File: src/rtl/core/i2cbm_pkg.sv
// ----------------------------------------------------------------------------
// i2cbm_pkg
// Shared types, command codes and segment tables for the bit-level I2C master.
// ----------------------------------------------------------------------------
package i2cbm_pkg;

    // Command codes carried on the input stream.
    localparam logic [2:0] OP_START = 3'd0;
    localparam logic [2:0] OP_STOP  = 3'd1;
    localparam logic [2:0] OP_WRITE = 3'd2;
    localparam logic [2:0] OP_READ  = 3'd3;
    localparam logic [2:0] OP_WACK  = 3'd4;
    localparam logic [2:0] OP_SACK  = 3'd5;

    // Width of the delay register as seen on the configuration port.
    localparam int unsigned CFG_W = 16;

    // Delay register value after reset.
    localparam logic [CFG_W-1:0] DELAY_RESET = 16'd5;

    // Bit position of the most significant data bit.
    localparam logic [2:0] TOP_BIT = 3'd7;

    // Pin levels and bit position for one waveform segment.
    typedef struct packed {
        logic       scl;
        logic       sda;
        logic [2:0] bidx;
        logic       bidx_we;
    } seg_t;

    // Registered view of the engine that feeds the result word.
    typedef struct packed {
        logic       scl;
        logic       sda;
        logic       busy;
        logic       done;
        logic [7:0] rx;
        logic       ack;
    } status_t;

    // Index of the last segment of each command.
    function automatic logic [4:0] seg_count(input logic [2:0] op);
        logic [4:0] cnt;
        case (op)
            OP_START: cnt = 5'd3;
            OP_STOP:  cnt = 5'd2;
            OP_WRITE: cnt = 5'd25;
            OP_READ:  cnt = 5'd16;
            OP_WACK:  cnt = 5'd2;
            default:  cnt = 5'd4;
        endcase
        return cnt;
    endfunction

endpackage

File: src/rtl/core/i2c_bit_level_master.sv
// ----------------------------------------------------------------------------
// i2c_bit_level_master
// Bit-level I2C master driven one tick per stream word.
// The result word for a tick is registered and is valid in the cycle after the word is accepted.
// Throughput: one tick per cycle while m_tready does not hold the result; the sequencer state updates once per tick.
// The result register frees as it is read, so a new tick is taken in the same cycle.
// Reset (rst_n low, asynchronous) idles the bus: SCL and SDA released, delay set to 5.
// ----------------------------------------------------------------------------
module i2c_bit_level_master
#(
    parameter int unsigned DELAY_WIDTH = 16
)
(
    input  logic        clk,
    input  logic        rst_n,
    // Configuration: delay_ticks.
    input  logic        cfg_we,
    input  logic [15:0] cfg_data,
    // Input ticks.
    input  logic        s_tvalid,
    output logic        s_tready,
    input  logic [15:0] s_tdata,   // tx_byte[7:0], ack_value[8], sda_in[9], zero[15:10]
    input  logic [3:0]  s_tuser,   // cmd_valid[0], op[3:1]
    // Results.
    output logic        m_tvalid,
    input  logic        m_tready,
    output logic [15:0] m_tdata    // scl_level[0], sda_level[1], busy_res[2], done_res[3],
                                   // rx_byte[11:4], ack_seen[12], zero[15:13]
);

    logic [i2cbm_pkg::CFG_W-1:0] delay_reg;
    logic                        m_tvalid_reg;
    logic                        accept;
    i2cbm_pkg::status_t          status;

    // A word is taken when the result register is empty or being read.
    assign s_tready = ~m_tvalid_reg | m_tready;
    assign accept   = s_tvalid & s_tready;

    // Delay register.
    always_ff @(posedge clk or negedge rst_n)
    begin
        if (!rst_n)
        begin
            delay_reg <= i2cbm_pkg::DELAY_RESET;
        end
        else if (cfg_we)
        begin
            delay_reg <= cfg_data;
        end
    end

    i2cbm_seq #(.DELAY_WIDTH(DELAY_WIDTH)) u_seq
    (
        .clk         (clk),
        .rst_n       (rst_n),
        .advance     (accept),
        .cmd_valid   (s_tuser[0]),
        .op          (s_tuser[3:1]),
        .tx_byte     (s_tdata[7:0]),
        .ack_value   (s_tdata[8]),
        .sda_in      (s_tdata[9]),
        .delay_ticks (delay_reg),
        .status      (status)
    );

    // Result valid flag.
    always_ff @(posedge clk or negedge rst_n)
    begin
        if (!rst_n)
        begin
            m_tvalid_reg <= 1'b0;
        end
        else if (accept)
        begin
            m_tvalid_reg <= 1'b1;
        end
        else if (m_tready)
        begin
            m_tvalid_reg <= 1'b0;
        end
    end

    // Result word packing.
    assign m_tvalid = m_tvalid_reg;
    assign m_tdata  = {3'd0, status.ack, status.rx, status.done, status.busy,
                       status.sda, status.scl};

endmodule

File: src/rtl/core/i2cbm_seg_decode.sv
// ----------------------------------------------------------------------------
// i2cbm_seg_decode
// Maps a command and segment number to the SCL and SDA levels of that segment.
// ----------------------------------------------------------------------------
module i2cbm_seg_decode
(
    input  logic [2:0]       op,
    input  logic [4:0]       phase,
    input  logic [7:0]       shift_byte,
    output i2cbm_pkg::seg_t  seg
);

    // Division by three of a value below 24 as a multiply and shift.
    localparam logic [8:0] RECIP_THIRD = 9'd11;
    localparam int unsigned RECIP_SHIFT = 5;

    logic [4:0] wr_k;
    logic [8:0] wr_prod;
    logic [2:0] wr_q;
    logic [4:0] wr_r;
    logic [2:0] wr_bidx;
    logic [4:0] rd_k;

    // Write segments: k = phase - 2 splits into bit number and sub-phase.
    always_comb
    begin
        wr_k    = phase - 5'd2;
        wr_prod = 9'(wr_k) * RECIP_THIRD;
        wr_q    = wr_prod[RECIP_SHIFT+2:RECIP_SHIFT];
        wr_r    = wr_k - {1'b0, wr_q, 1'b0} - {2'b00, wr_q};
        wr_bidx = i2cbm_pkg::TOP_BIT - wr_q;
        rd_k    = phase - 5'd1;
    end

    // Segment table per command.
    always_comb
    begin
        seg.scl     = 1'b1;
        seg.sda     = 1'b1;
        seg.bidx    = i2cbm_pkg::TOP_BIT;
        seg.bidx_we = 1'b0;
        unique case (op)
            i2cbm_pkg::OP_START:
            begin
                seg.scl = (phase <= 5'd2);
                seg.sda = (phase == 5'd1);
            end
            i2cbm_pkg::OP_STOP:
            begin
                seg.scl = 1'b1;
                seg.sda = (phase == 5'd2);
            end
            i2cbm_pkg::OP_WRITE:
            begin
                if (phase <= 5'd1)
                begin
                    seg.scl = 1'b0;
                    seg.sda = 1'b0;
                end
                else
                begin
                    seg.bidx    = wr_bidx;
                    seg.bidx_we = 1'b1;
                    seg.scl     = (wr_r == 5'd1);
                    seg.sda     = shift_byte[wr_bidx];
                end
            end
            i2cbm_pkg::OP_READ:
            begin
                seg.bidx    = i2cbm_pkg::TOP_BIT - rd_k[3:1];
                seg.bidx_we = 1'b1;
                seg.scl     = ~rd_k[0];
                seg.sda     = 1'b1;
            end
            i2cbm_pkg::OP_WACK:
            begin
                seg.scl = (phase == 5'd1);
                seg.sda = 1'b1;
            end
            default:
            begin
                seg.scl = (phase == 5'd3);
                seg.sda = (phase == 5'd1) ? 1'b0 : shift_byte[0];
            end
        endcase
    end

endmodule

File: src/rtl/core/i2cbm_seq.sv
// ----------------------------------------------------------------------------
// i2cbm_seq
// Tick sequencer: holds the bus state and advances it by one tick per word.
// ----------------------------------------------------------------------------
module i2cbm_seq
#(
    parameter int unsigned DELAY_WIDTH = 16
)
(
    input  logic                          clk,
    input  logic                          rst_n,
    input  logic                          advance,
    input  logic                          cmd_valid,
    input  logic [2:0]                    op,
    input  logic [7:0]                    tx_byte,
    input  logic                          ack_value,
    input  logic                          sda_in,
    input  logic [i2cbm_pkg::CFG_W-1:0]   delay_ticks,
    output i2cbm_pkg::status_t            status
);

    logic [2:0]             op_reg,    op_next;
    logic [4:0]             phase_reg, phase_next;
    logic [2:0]             bidx_reg,  bidx_next;
    logic [7:0]             shift_reg, shift_next;
    logic [DELAY_WIDTH-1:0] count_reg, count_next;
    logic                   scl_reg,   scl_next;
    logic                   sda_reg,   sda_next;
    logic                   ack_reg,   ack_next;
    logic                   busy_reg,  busy_next;
    logic                   done_reg,  done_next;
    logic [7:0]             rx_reg,    rx_next;

    logic [DELAY_WIDTH+i2cbm_pkg::CFG_W-1:0] delay_ext;
    logic [DELAY_WIDTH-1:0] hold_len;
    logic                   start;
    logic [7:0]             start_shift;
    logic [7:0]             shift_smp;
    logic [2:0]             dec_op;
    logic [4:0]             dec_phase;
    logic [7:0]             dec_shift;
    logic                   enter;
    i2cbm_pkg::seg_t        seg;

    // Hold length: delay reduced to the counter width, zero treated as one.
    always_comb
    begin
        delay_ext = {{DELAY_WIDTH{1'b0}}, delay_ticks};
        hold_len  = delay_ext[DELAY_WIDTH-1:0];
        if (hold_len == '0)
        begin
            hold_len = {{(DELAY_WIDTH-1){1'b0}}, 1'b1};
        end
    end

    // Command start and the inputs of the segment decoder.
    always_comb
    begin
        start = ~busy_reg && cmd_valid && (op <= i2cbm_pkg::OP_SACK);
        if (op == i2cbm_pkg::OP_WRITE)
        begin
            start_shift = tx_byte;
        end
        else if (op == i2cbm_pkg::OP_SACK)
        begin
            start_shift = {7'd0, ack_value};
        end
        else
        begin
            start_shift = 8'd0;
        end
        dec_op    = start ? op : op_reg;
        dec_phase = start ? 5'd1 : (phase_reg + 5'd1);
        dec_shift = start ? start_shift : shift_reg;
        shift_smp = shift_reg | (8'({7'd0, sda_in}) << bidx_reg);
    end

    i2cbm_seg_decode u_seg_decode
    (
        .op         (dec_op),
        .phase      (dec_phase),
        .shift_byte (dec_shift),
        .seg        (seg)
    );

    // One tick of the command sequence.
    always_comb
    begin
        op_next    = op_reg;
        phase_next = phase_reg;
        bidx_next  = bidx_reg;
        shift_next = shift_reg;
        count_next = count_reg;
        scl_next   = scl_reg;
        sda_next   = sda_reg;
        ack_next   = ack_reg;
        busy_next  = busy_reg;
        rx_next    = rx_reg;
        done_next  = 1'b0;
        enter      = 1'b0;
        if (busy_reg)
        begin
            if (count_reg > {{(DELAY_WIDTH-1){1'b0}}, 1'b1})
            begin
                count_next = count_reg - {{(DELAY_WIDTH-1){1'b0}}, 1'b1};
            end
            else
            begin
                count_next = '0;
                // Read bits are sampled at the end of each SCL-high segment.
                if (op_reg == i2cbm_pkg::OP_READ && phase_reg[0])
                begin
                    shift_next = shift_smp;
                end
                if (op_reg == i2cbm_pkg::OP_WACK && phase_reg == 5'd1)
                begin
                    ack_next = sda_in;
                end
                if (phase_reg >= i2cbm_pkg::seg_count(op_reg))
                begin
                    if (op_reg == i2cbm_pkg::OP_READ)
                    begin
                        rx_next = shift_next;
                    end
                    busy_next  = 1'b0;
                    phase_next = 5'd0;
                    done_next  = 1'b1;
                end
                else
                begin
                    phase_next = phase_reg + 5'd1;
                    enter      = 1'b1;
                end
            end
        end
        else if (start)
        begin
            op_next    = op;
            phase_next = 5'd1;
            bidx_next  = i2cbm_pkg::TOP_BIT;
            shift_next = start_shift;
            busy_next  = 1'b1;
            enter      = 1'b1;
        end
        // Entering a segment sets the pins and reloads the hold counter.
        if (enter)
        begin
            scl_next   = seg.scl;
            sda_next   = seg.sda;
            count_next = hold_len;
            if (seg.bidx_we)
            begin
                bidx_next = seg.bidx;
            end
        end
    end

    // State registers, advanced once per accepted word.
    always_ff @(posedge clk or negedge rst_n)
    begin
        if (!rst_n)
        begin
            op_reg    <= i2cbm_pkg::OP_START;
            phase_reg <= 5'd0;
            bidx_reg  <= i2cbm_pkg::TOP_BIT;
            shift_reg <= 8'd0;
            count_reg <= '0;
            scl_reg   <= 1'b1;
            sda_reg   <= 1'b1;
            ack_reg   <= 1'b0;
            busy_reg  <= 1'b0;
            done_reg  <= 1'b0;
            rx_reg    <= 8'd0;
        end
        else if (advance)
        begin
            op_reg    <= op_next;
            phase_reg <= phase_next;
            bidx_reg  <= bidx_next;
            shift_reg <= shift_next;
            count_reg <= count_next;
            scl_reg   <= scl_next;
            sda_reg   <= sda_next;
            ack_reg   <= ack_next;
            busy_reg  <= busy_next;
            done_reg  <= done_next;
            rx_reg    <= rx_next;
        end
    end

    // The registered state is the result of the last accepted tick.
    always_comb
    begin
        status.scl  = scl_reg;
        status.sda  = sda_reg;
        status.busy = busy_reg;
        status.done = done_reg;
        status.rx   = rx_reg;
        status.ack  = ack_reg;
    end

endmodule

File: config.mk
export PLATFORM = sky130hd
export DESIGN_NAME = i2c_bit_level_master
export DESIGN_NICKNAME = d
export VERILOG_FILES = /design/src/rtl/core/i2cbm_pkg.sv /design/src/rtl/core/i2c_bit_level_master.sv /design/src/rtl/core/i2cbm_seg_decode.sv /design/src/rtl/core/i2cbm_seq.sv
export SDC_FILE = /design/constraint.sdc
export NUM_CORES = 1
export LEC_CHECK = 0
export BUFFER_PORTS_ARGS = -buffer_cell sky130_fd_sc_hd__clkbuf_2
export CAP_MARGIN = 20
export CORE_ASPECT_RATIO = 0.8
export CORE_MARGIN = 5
export CORE_UTILIZATION = 53
export DETAILED_ROUTE_END_ITERATION = 12
export GPL_TIMING_DRIVEN = 0
export PLACE_DENSITY = 0.77
export SLEW_MARGIN = 30
export SYNTH_ARGS = -nofsm -noshare
export SYNTH_HDL_FRONTEND = slang
export SYNTH_SLANG_ARGS = --single-unit
export TNS_END_PERCENT = 1
File: constraint.sdc
create_clock -name clk -period 6 [get_ports clk]
set_clock_uncertainty 0.05 [all_clocks]
set_input_delay 0.9 -clock clk [delete_from_list [all_inputs] [get_ports clk]]
set_output_delay 0.9 -clock clk [all_outputs]
set_load 0.01 [all_outputs]
==> summary.txt, run 1 <==
Floorplan
  • Width of the chip: 113 um
  • Core Box Area: 8370 um2
  • Effective utilization at floorplan: 53.8%
  • Overall die area: 10400 um2
  • Top-level I/O count: 59
  • Number of standard-cell rows in the floorplan: 30
  • Die boundary height: 92.4 um

Clock network
  • Quantity of hold-fixing buffers added after cts: 0
  • CTS tree: done
  • TritonCTS Sinks: 65
  • Maximum clock path buffer count: 2
  • Insertion delay of the later-clocked pin in the worst-skew pair: 0.35 ns
  • Inserted Clock Buffers: 9
  • Total number of H-tree levels: 3
  • Post-CTS clock slew at the launch and capture registers of the worst setup and hold paths: 0.08 ns
  • Master cell of the clock root buffer: sky130_fd_sc_hd__clkbuf_8

Cells and area
  • Most common library cell in the layout ignoring fill and taps: sky130_fd_sc_hd__a21oi_1
  • Layout cells sized above 1: 25.7%
  • Area delta synth->final: 18.8%
  • Number of nets in the final layout: 643
  • Util after Layout: 63.9%
  • Diodes inserted: 0
  • Commonest cells after routing, fill and taps aside: sky130_fd_sc_hd__a21oi_1, sky130_fd_sc_hd__dfrtp_1, sky130_fd_sc_hd__clkbuf_2, sky130_fd_sc_hd__o21ai_1, sky130_fd_sc_hd__nor2_1

Global routing
  • Largest net degree at the start of global routing: 46
  • Antenna violations before repair: 0
  • Via count of the first global-routing pass: 3839
  • First-pass GRT wire length: 18700 um
  • Total track usage: 21.9%
  • Overall overflow remaining after global route: 0

Setup path
  • Category of the critical setup timing path: in2reg
  • Crit path required time: 6.25 ns
  • Critical path data arrival time: 5.97 ns
  • Biggest cell delay along the critical path: 0.49 ns
  • CP startpoint kind: input pin
  • Critical Path Most Common Cell: sky130_fd_sc_hd__ha_1
  • Crit path cell chain: clkbuf_2 -> and2_4 -> o21ai_4 -> ha_4 -> xor2_4 -> ha_1 -> ha_1 -> xor2_1 -> ha_1 -> and3_2 -> o2111ai_2 -> o211ai_4 -> a21oi_2 -> xnor3_2 -> fa_1 -> inv_1 -> ha_1 -> a21o_1 -> a21oi_2 -> xor2_1 -> xnor2_1 -> nand4_1 -> a31oi_1 -> mux2_1
  • Crit. End Element: flip-flop
  • Cell with the largest stage delay on the worst path: sky130_fd_sc_hd__fa_1
  • Maximum fanout along the worst path: 6

Routing
  • Overall via count from detail_route: 4102
  • DRC violations left: 0
  • Initial drt markers: 382
  • Antenna-violating nets left: 0
  • Total Wirelength: 11600 um
  • Per-cell via count in the routed design: 5.99
  • Post-DR wirelength/cell: 17.0 um
  • DR pass1 iterations: 7

Placed design
  • Final Wtd Congestion: 0.883
  • Number of input and output port buffers inserted: 48
  • DP HPWL: 8590 um

Timing
  • Count of final setup violators: 0
  • Setup_tns: 0 ns
  • Tmin final: 5.73 ns
  • Actual slew at the worst max-slew pin: 0.845 ns
  • Slew HR: 43.2%
  • Final slew viol count: 0
  • Final worst path period share: 95.4%
  • F_max: 0.175 GHz
  • Count of final hold-check violations: 0
  • Final hold slack: 0.417 ns

Synth
  • Cell type contributing the most total cell area after synthesis: sky130_fd_sc_hd__dfrtp_1
  • Number of enable-type register cells in the synthesized netlist: 0
  • Top cells by area in the synthesized netlist: sky130_fd_sc_hd__dfrtp_1, sky130_fd_sc_hd__ha_1, sky130_fd_sc_hd__a21oi_1
  • Share of synthesized area occupied by flip-flops and latches: 36.3%
  • Synth Warn #: 0
  • Async S/R FF share, synth: 100%
  • Post-synth design cell area: 4500 um2
  • Instance count of the mapped netlist: 501
  • Register bit total from synthesis: 65
  • Area share of the largest cell type after synthesis: 32.2%
  • Most used flip-flop cell after synthesis: sky130_fd_sc_hd__dfrtp_1
  • Number of distinct library cells after synthesis: 65
  • Post-Syn Area per Cell: 8.99 um2

Outcome
  • Status: complete, no violations

Min path
  • Worst hold path type: in2async

Power and ir drop
  • Pwr dens: 563 nW/um2
  • Static leakage: 0.00238 uW
  • Overall power of the completed layout: 3010 uW
  • Highest ir drop seen on vdd: 580 uV

Flow run
  • Count of maximum capacitance violations: 0
## stage by stage
step | setup WS (ns) | instances | area (um2)
final | 0.274 | 685 | 5350
after global placement | -0.624 | 663 | 4900
after CTS | 0.0935 | 680 | 5220
after global routing | -0.0330 | 685 | 5350
after floorplan | 0.00767 | 503 | 4520
after detailed placement | -0.704 | 664 | 4930
## where the power goes
group | switching (uW) | total [uW] | internal, uW | leakage, uW
logic | 1050 | 1900 | 855 | 0.00148
clock network | 181 | 415 | 234 | 0.000109
registers | 126 | 694 | 568 | 0.000783
## metal layers
metal  vias to the layer above  wire length (um)  GRT usage (%)
li1                       1949                 -              -
met1                      1944              5230           31.0
met2                       185              5250           33.8
met3                        24               978           6.40
met4                         0               186           3.60
met5                         -                 0              0
## synth_stat cells, types with 5 or more instances
master                     number
sky130_fd_sc_hd__dfrtp_1       58
sky130_fd_sc_hd__a21oi_1       60
sky130_fd_sc_hd__nor2_1        43
sky130_fd_sc_hd__nor3_1        11
sky130_fd_sc_hd__clkbuf_1      19
sky130_fd_sc_hd__o21ai_0       14
sky130_fd_sc_hd__mux2_2        16
sky130_fd_sc_hd__o21ai_1       43
sky130_fd_sc_hd__nand3_1        5
sky130_fd_sc_hd__nor4_1         6
sky130_fd_sc_hd__a22oi_1       12
sky130_fd_sc_hd__nand2b_1       8
sky130_fd_sc_hd__nor2b_1        8
sky130_fd_sc_hd__nand2_1       27
sky130_fd_sc_hd__ha_1          32
sky130_fd_sc_hd__a32oi_1        5
sky130_fd_sc_hd__dfstp_2        7
sky130_fd_sc_hd__a21o_1         9
sky130_fd_sc_hd__xor2_1         9
sky130_fd_sc_hd__inv_1         20
sky130_fd_sc_hd__buf_4         10
## final timing paths
| path | startpoint | to | slack (ns) | depth (start not counted) |
|---|---|---|---|---|
| max | s_tuser[2] | u_seq.scl_reg$_DFFE_PN1P_ | 0.27 | 24 |
| min | rst_n | u_seq.rx_reg[6]$_DFFE_PN0P_ | 0.42 | 1 |
| max reg2reg | u_seq.phase_reg[0]$_DFFE_PN0P_ | u_seq.scl_reg$_DFFE_PN1P_ | 0.30 | 24 |
| min reg2reg | u_seq.ack_reg$_DFFE_PN0P_ | u_seq.ack_reg$_DFFE_PN0P_ | 0.45 | 1 |
| max in group asynchronous | rst_n | delay_reg[2]$_DFFE_PN1P_ | 4.89 | 2 |
| min in group clk | u_seq.ack_reg$_DFFE_PN0P_ | u_seq.ack_reg$_DFFE_PN0P_ | 0.45 | 1 |
## layout make-up
cell class / count / area, um2
inverters: 22 / 82.6
fillers: 682 / 3020
clock buffers: 9 / 124
multi-input cells: 384 / 2790
repair buffers: 56 / 323
flip-flops and latches: 65 / 1640
well taps: 112 / 140
clock inverters: 7 / 95.1
plain buffers: 30 / 160
## repair_timing
action	CTS	global route
endpoints found under the setup margin	1	1
setup buffers	2	5
pin swaps	2	8
gates resized for setup	12	16
## worst max-delay path, delay by kind of cell
family / cells / cell delay (ns)
adders and majority gates: 6 / 1.94
AOI/OAI and AO/OA: 7 / 1.24
xor gates and xnor gates: 5 / 0.96
and+or+nand+nor: 3 / 0.61
buffers and inverters: 2 / 0.17
muxes: 1 / 0.15
## logic make-up (layout without fill, tap and decap cells)
kind of cell             after synthesis  in the layout  synth area share, %
multiplexers                          22             22                 5.95
XOR/XNOR                              14             14                 3.03
flip-flops                            65             65                 36.3
AND/OR/NAND/NOR                      138            138                 16.1
adder cells (fa/ha/maj)               34             34                 9.78
other                                  1              3               0.0833
AO/OA/AOI/OAI                        173            173                 23.2
buffers and inverters                 54            124                 5.56
(Power assumes the default switching activity.)
==> run 2: changes to the inputs <==
- ABC_CLOCK_PERIOD_IN_PS: not set -> 6000
- MAX_ROUTING_LAYER: not set -> met4
==> summary.txt, run 2 (same netlist as run 1, synthesis figures left out) <==
Placed design
  • Cell count after placement: 664
  • Total placed instance area: 4930 um2
  • DP HPWL: 8590 um
  • Final Wtd Congestion: 0.897
  • Number of input and output port buffers inserted: 48

Routing
  • DR pass1 iterations: 10
  • Total Wirelength: 11700 um
  • Antenna-violating nets left: 0
  • Overall via count from detail_route: 4142
  • Per-cell via count in the routed design: 6.05
  • Initial drt markers: 430
  • DRC violations left: 1
  • Post-DR wirelength/cell: 17.1 um

Timing
  • Actual slew at the worst max-slew pin: 0.858 ns
  • Count of final hold-check violations: 0
  • Final slew viol count: 0
  • Slew HR: 42.2%
  • Final worst path period share: 95.3%
  • Tmin final: 5.72 ns
  • Setup_tns: 0 ns
  • F_max: 0.175 GHz
  • Count of final setup violators: 0
  • Final hold slack: 0.415 ns

Floorplan
  • Number of standard-cell rows in the floorplan: 30
  • Width of the chip: 113 um
  • Effective utilization at floorplan: 53.8%
  • Overall die area: 10400 um2
  • Top-level I/O count: 59
  • Die boundary height: 92.4 um
  • Core Box Area: 8370 um2

Power and ir drop
  • Switching part of the total: 45.0%
  • Flop pwr share: 23.1%
  • Static leakage: 0.00238 uW
  • Switching component of the power: 1350 uW
  • Part of the total power dissipated in the clock network: 13.8%
  • Share of power burned in combinational logic: 63.2%
  • Design internal power: 1660 uW
  • Highest ir drop seen on vdd: 580 uV
  • Pwr dens: 563 nW/um2

Global routing
  • Met1 capacity usage during global routing: 31.1%
  • Largest net degree at the start of global routing: 46
  • Overall overflow remaining after global route: 0
  • Highest-utilization routing layer at the global route stage: met2
  • Grt met3 use: 6.40%
  • Via count of the first global-routing pass: 3838
  • Met2 usage: 33.8%
  • Total track usage: 22.5%
  • First-pass GRT wire length: 18700 um
  • Antenna violations before repair: 0

Setup path
  • Critical path data arrival time: 5.97 ns
  • Register-to-Register Path Depth: 24
  • Category of the critical setup timing path: in2reg
  • CP startpoint kind: input pin
  • Crit path required time: 6.25 ns
  • Maximum fanout along the worst path: 7
  • Crit. End Element: flip-flop

Cells and area
  • Number of nets in the final layout: 643
  • Most common library cell in the layout ignoring fill and taps: sky130_fd_sc_hd__a21oi_1
  • Layout cells sized above 1: 25.7%
  • Commonest cells after routing, fill and taps aside: sky130_fd_sc_hd__a21oi_1, sky130_fd_sc_hd__dfrtp_1, sky130_fd_sc_hd__clkbuf_2, sky130_fd_sc_hd__o21ai_1, sky130_fd_sc_hd__nor2_1
  • Diodes inserted: 0
  • Non-Filler Instances: 685
  • Post-layout instance area: 5350 um2
  • Area delta synth->final: 18.8%

Clock network
  • Inserted Clock Buffers: 9
  • CTS tree: done
  • TritonCTS Sinks: 65
  • Total number of H-tree levels: 3
  • Insertion delay of the later-clocked pin in the worst-skew pair: 0.35 ns
  • Maximum clock path buffer count: 2
  • Post-CTS clock slew at the launch and capture registers of the worst setup and hold paths: 0.08 ns
  • Master cell of the clock root buffer: sky130_fd_sc_hd__clkbuf_8
  • Quantity of hold-fixing buffers added after cts: 0

Min path
  • Worst hold path type: in2async

Outcome
  • Status: complete, but fails checks
  • Failing checks: design-rule violations

Flow run
  • Count of maximum capacitance violations: 0
run 2: worst paths after layout:
kind	start	endpoint	slack, ns
worst max-delay path	s_tuser[3]	u_seq.scl_reg$_DFFE_PN1P_	0.28
worst min-delay path	rst_n	u_seq.shift_reg[7]$_DFFE_PN0P_	0.42
worst max register to register	u_seq.phase_reg[0]$_DFFE_PN0P_	u_seq.scl_reg$_DFFE_PN1P_	0.30
worst min register to register	u_seq.ack_reg$_DFFE_PN0P_	u_seq.ack_reg$_DFFE_PN0P_	0.45
max in group asynchronous	rst_n	delay_reg[2]$_DFFE_PN1P_	4.89
min in group clk	u_seq.ack_reg$_DFFE_PN0P_	u_seq.ack_reg$_DFFE_PN0P_	0.45
run 2: area by class of cell:
class	instances	area (um2)
tap	112	140
inverter	22	82.6
multi-input combinational	384	2790
timing repair buffer	56	323
buffer	30	160
fill	682	3020
clock inverter	7	95.1
clock buffer	9	124
sequential	65	1640
run 2: timing repair:
action	CTS	global route
pin swaps	2	8
resized for setup	12	16
setup endpoints to repair	1	1
buffers inserted	2	5
gates cloned	0	0
run 2: stage by stage:
stage | power [uW] | setup slack, ns | util (%)
6_report | 3010 | 0.279 | 63.9
5_1_grt | 3290 | -0.0307 | 63.9
4_1_cts | 2890 | 0.0935 | 62.3
3_5_place_dp | 2420 | -0.704 | 58.9
3_3_place_gp | 2320 | -0.624 | 58.6
2_1_floorplan | 2020 | 0.00767 | -
run 2: power by group through the flow:
stage | combinational, uW | clock, uW | sequential [uW]
2_1_floorplan | 1370 | 0 | 657
3_3_place_gp | 1630 | 0 | 689
3_5_place_dp | 1730 | 0 | 693
4_1_cts | 1780 | 418 | 687
5_1_grt | 2140 | 440 | 709
6_report | 1900 | 415 | 694
run 2: worst max-delay path, stage by stage:
cell                        delay (ns)
sky130_fd_sc_hd__clkbuf_2         0.16
sky130_fd_sc_hd__nand2_1          0.08
sky130_fd_sc_hd__a21oi_1          0.56
sky130_fd_sc_hd__inv_1            0.20
sky130_fd_sc_hd__ha_1             0.27
sky130_fd_sc_hd__ha_1             0.31
sky130_fd_sc_hd__xor2_1           0.18
sky130_fd_sc_hd__ha_1             0.33
sky130_fd_sc_hd__and3_2           0.26
sky130_fd_sc_hd__o2111ai_2        0.12
sky130_fd_sc_hd__o211ai_4         0.14
sky130_fd_sc_hd__a21oi_2          0.16
sky130_fd_sc_hd__xnor3_2          0.28
sky130_fd_sc_hd__fa_1             0.49
sky130_fd_sc_hd__inv_1            0.04
sky130_fd_sc_hd__ha_1             0.32
sky130_fd_sc_hd__a21o_1           0.20
sky130_fd_sc_hd__a21oi_2          0.15
sky130_fd_sc_hd__xor2_1           0.19
sky130_fd_sc_hd__xnor2_1          0.13
sky130_fd_sc_hd__nand4_1          0.14
sky130_fd_sc_hd__a31oi_1          0.21
sky130_fd_sc_hd__mux2_1           0.15
run 2: per-layer routing:
metal | vias up | wire length [um]
met2 | 208 | 5270
li1 | 1952 | -
met1 | 1955 | 5220
met5 | - | 0
met4 | 0 | 163
met3 | 27 | 1030
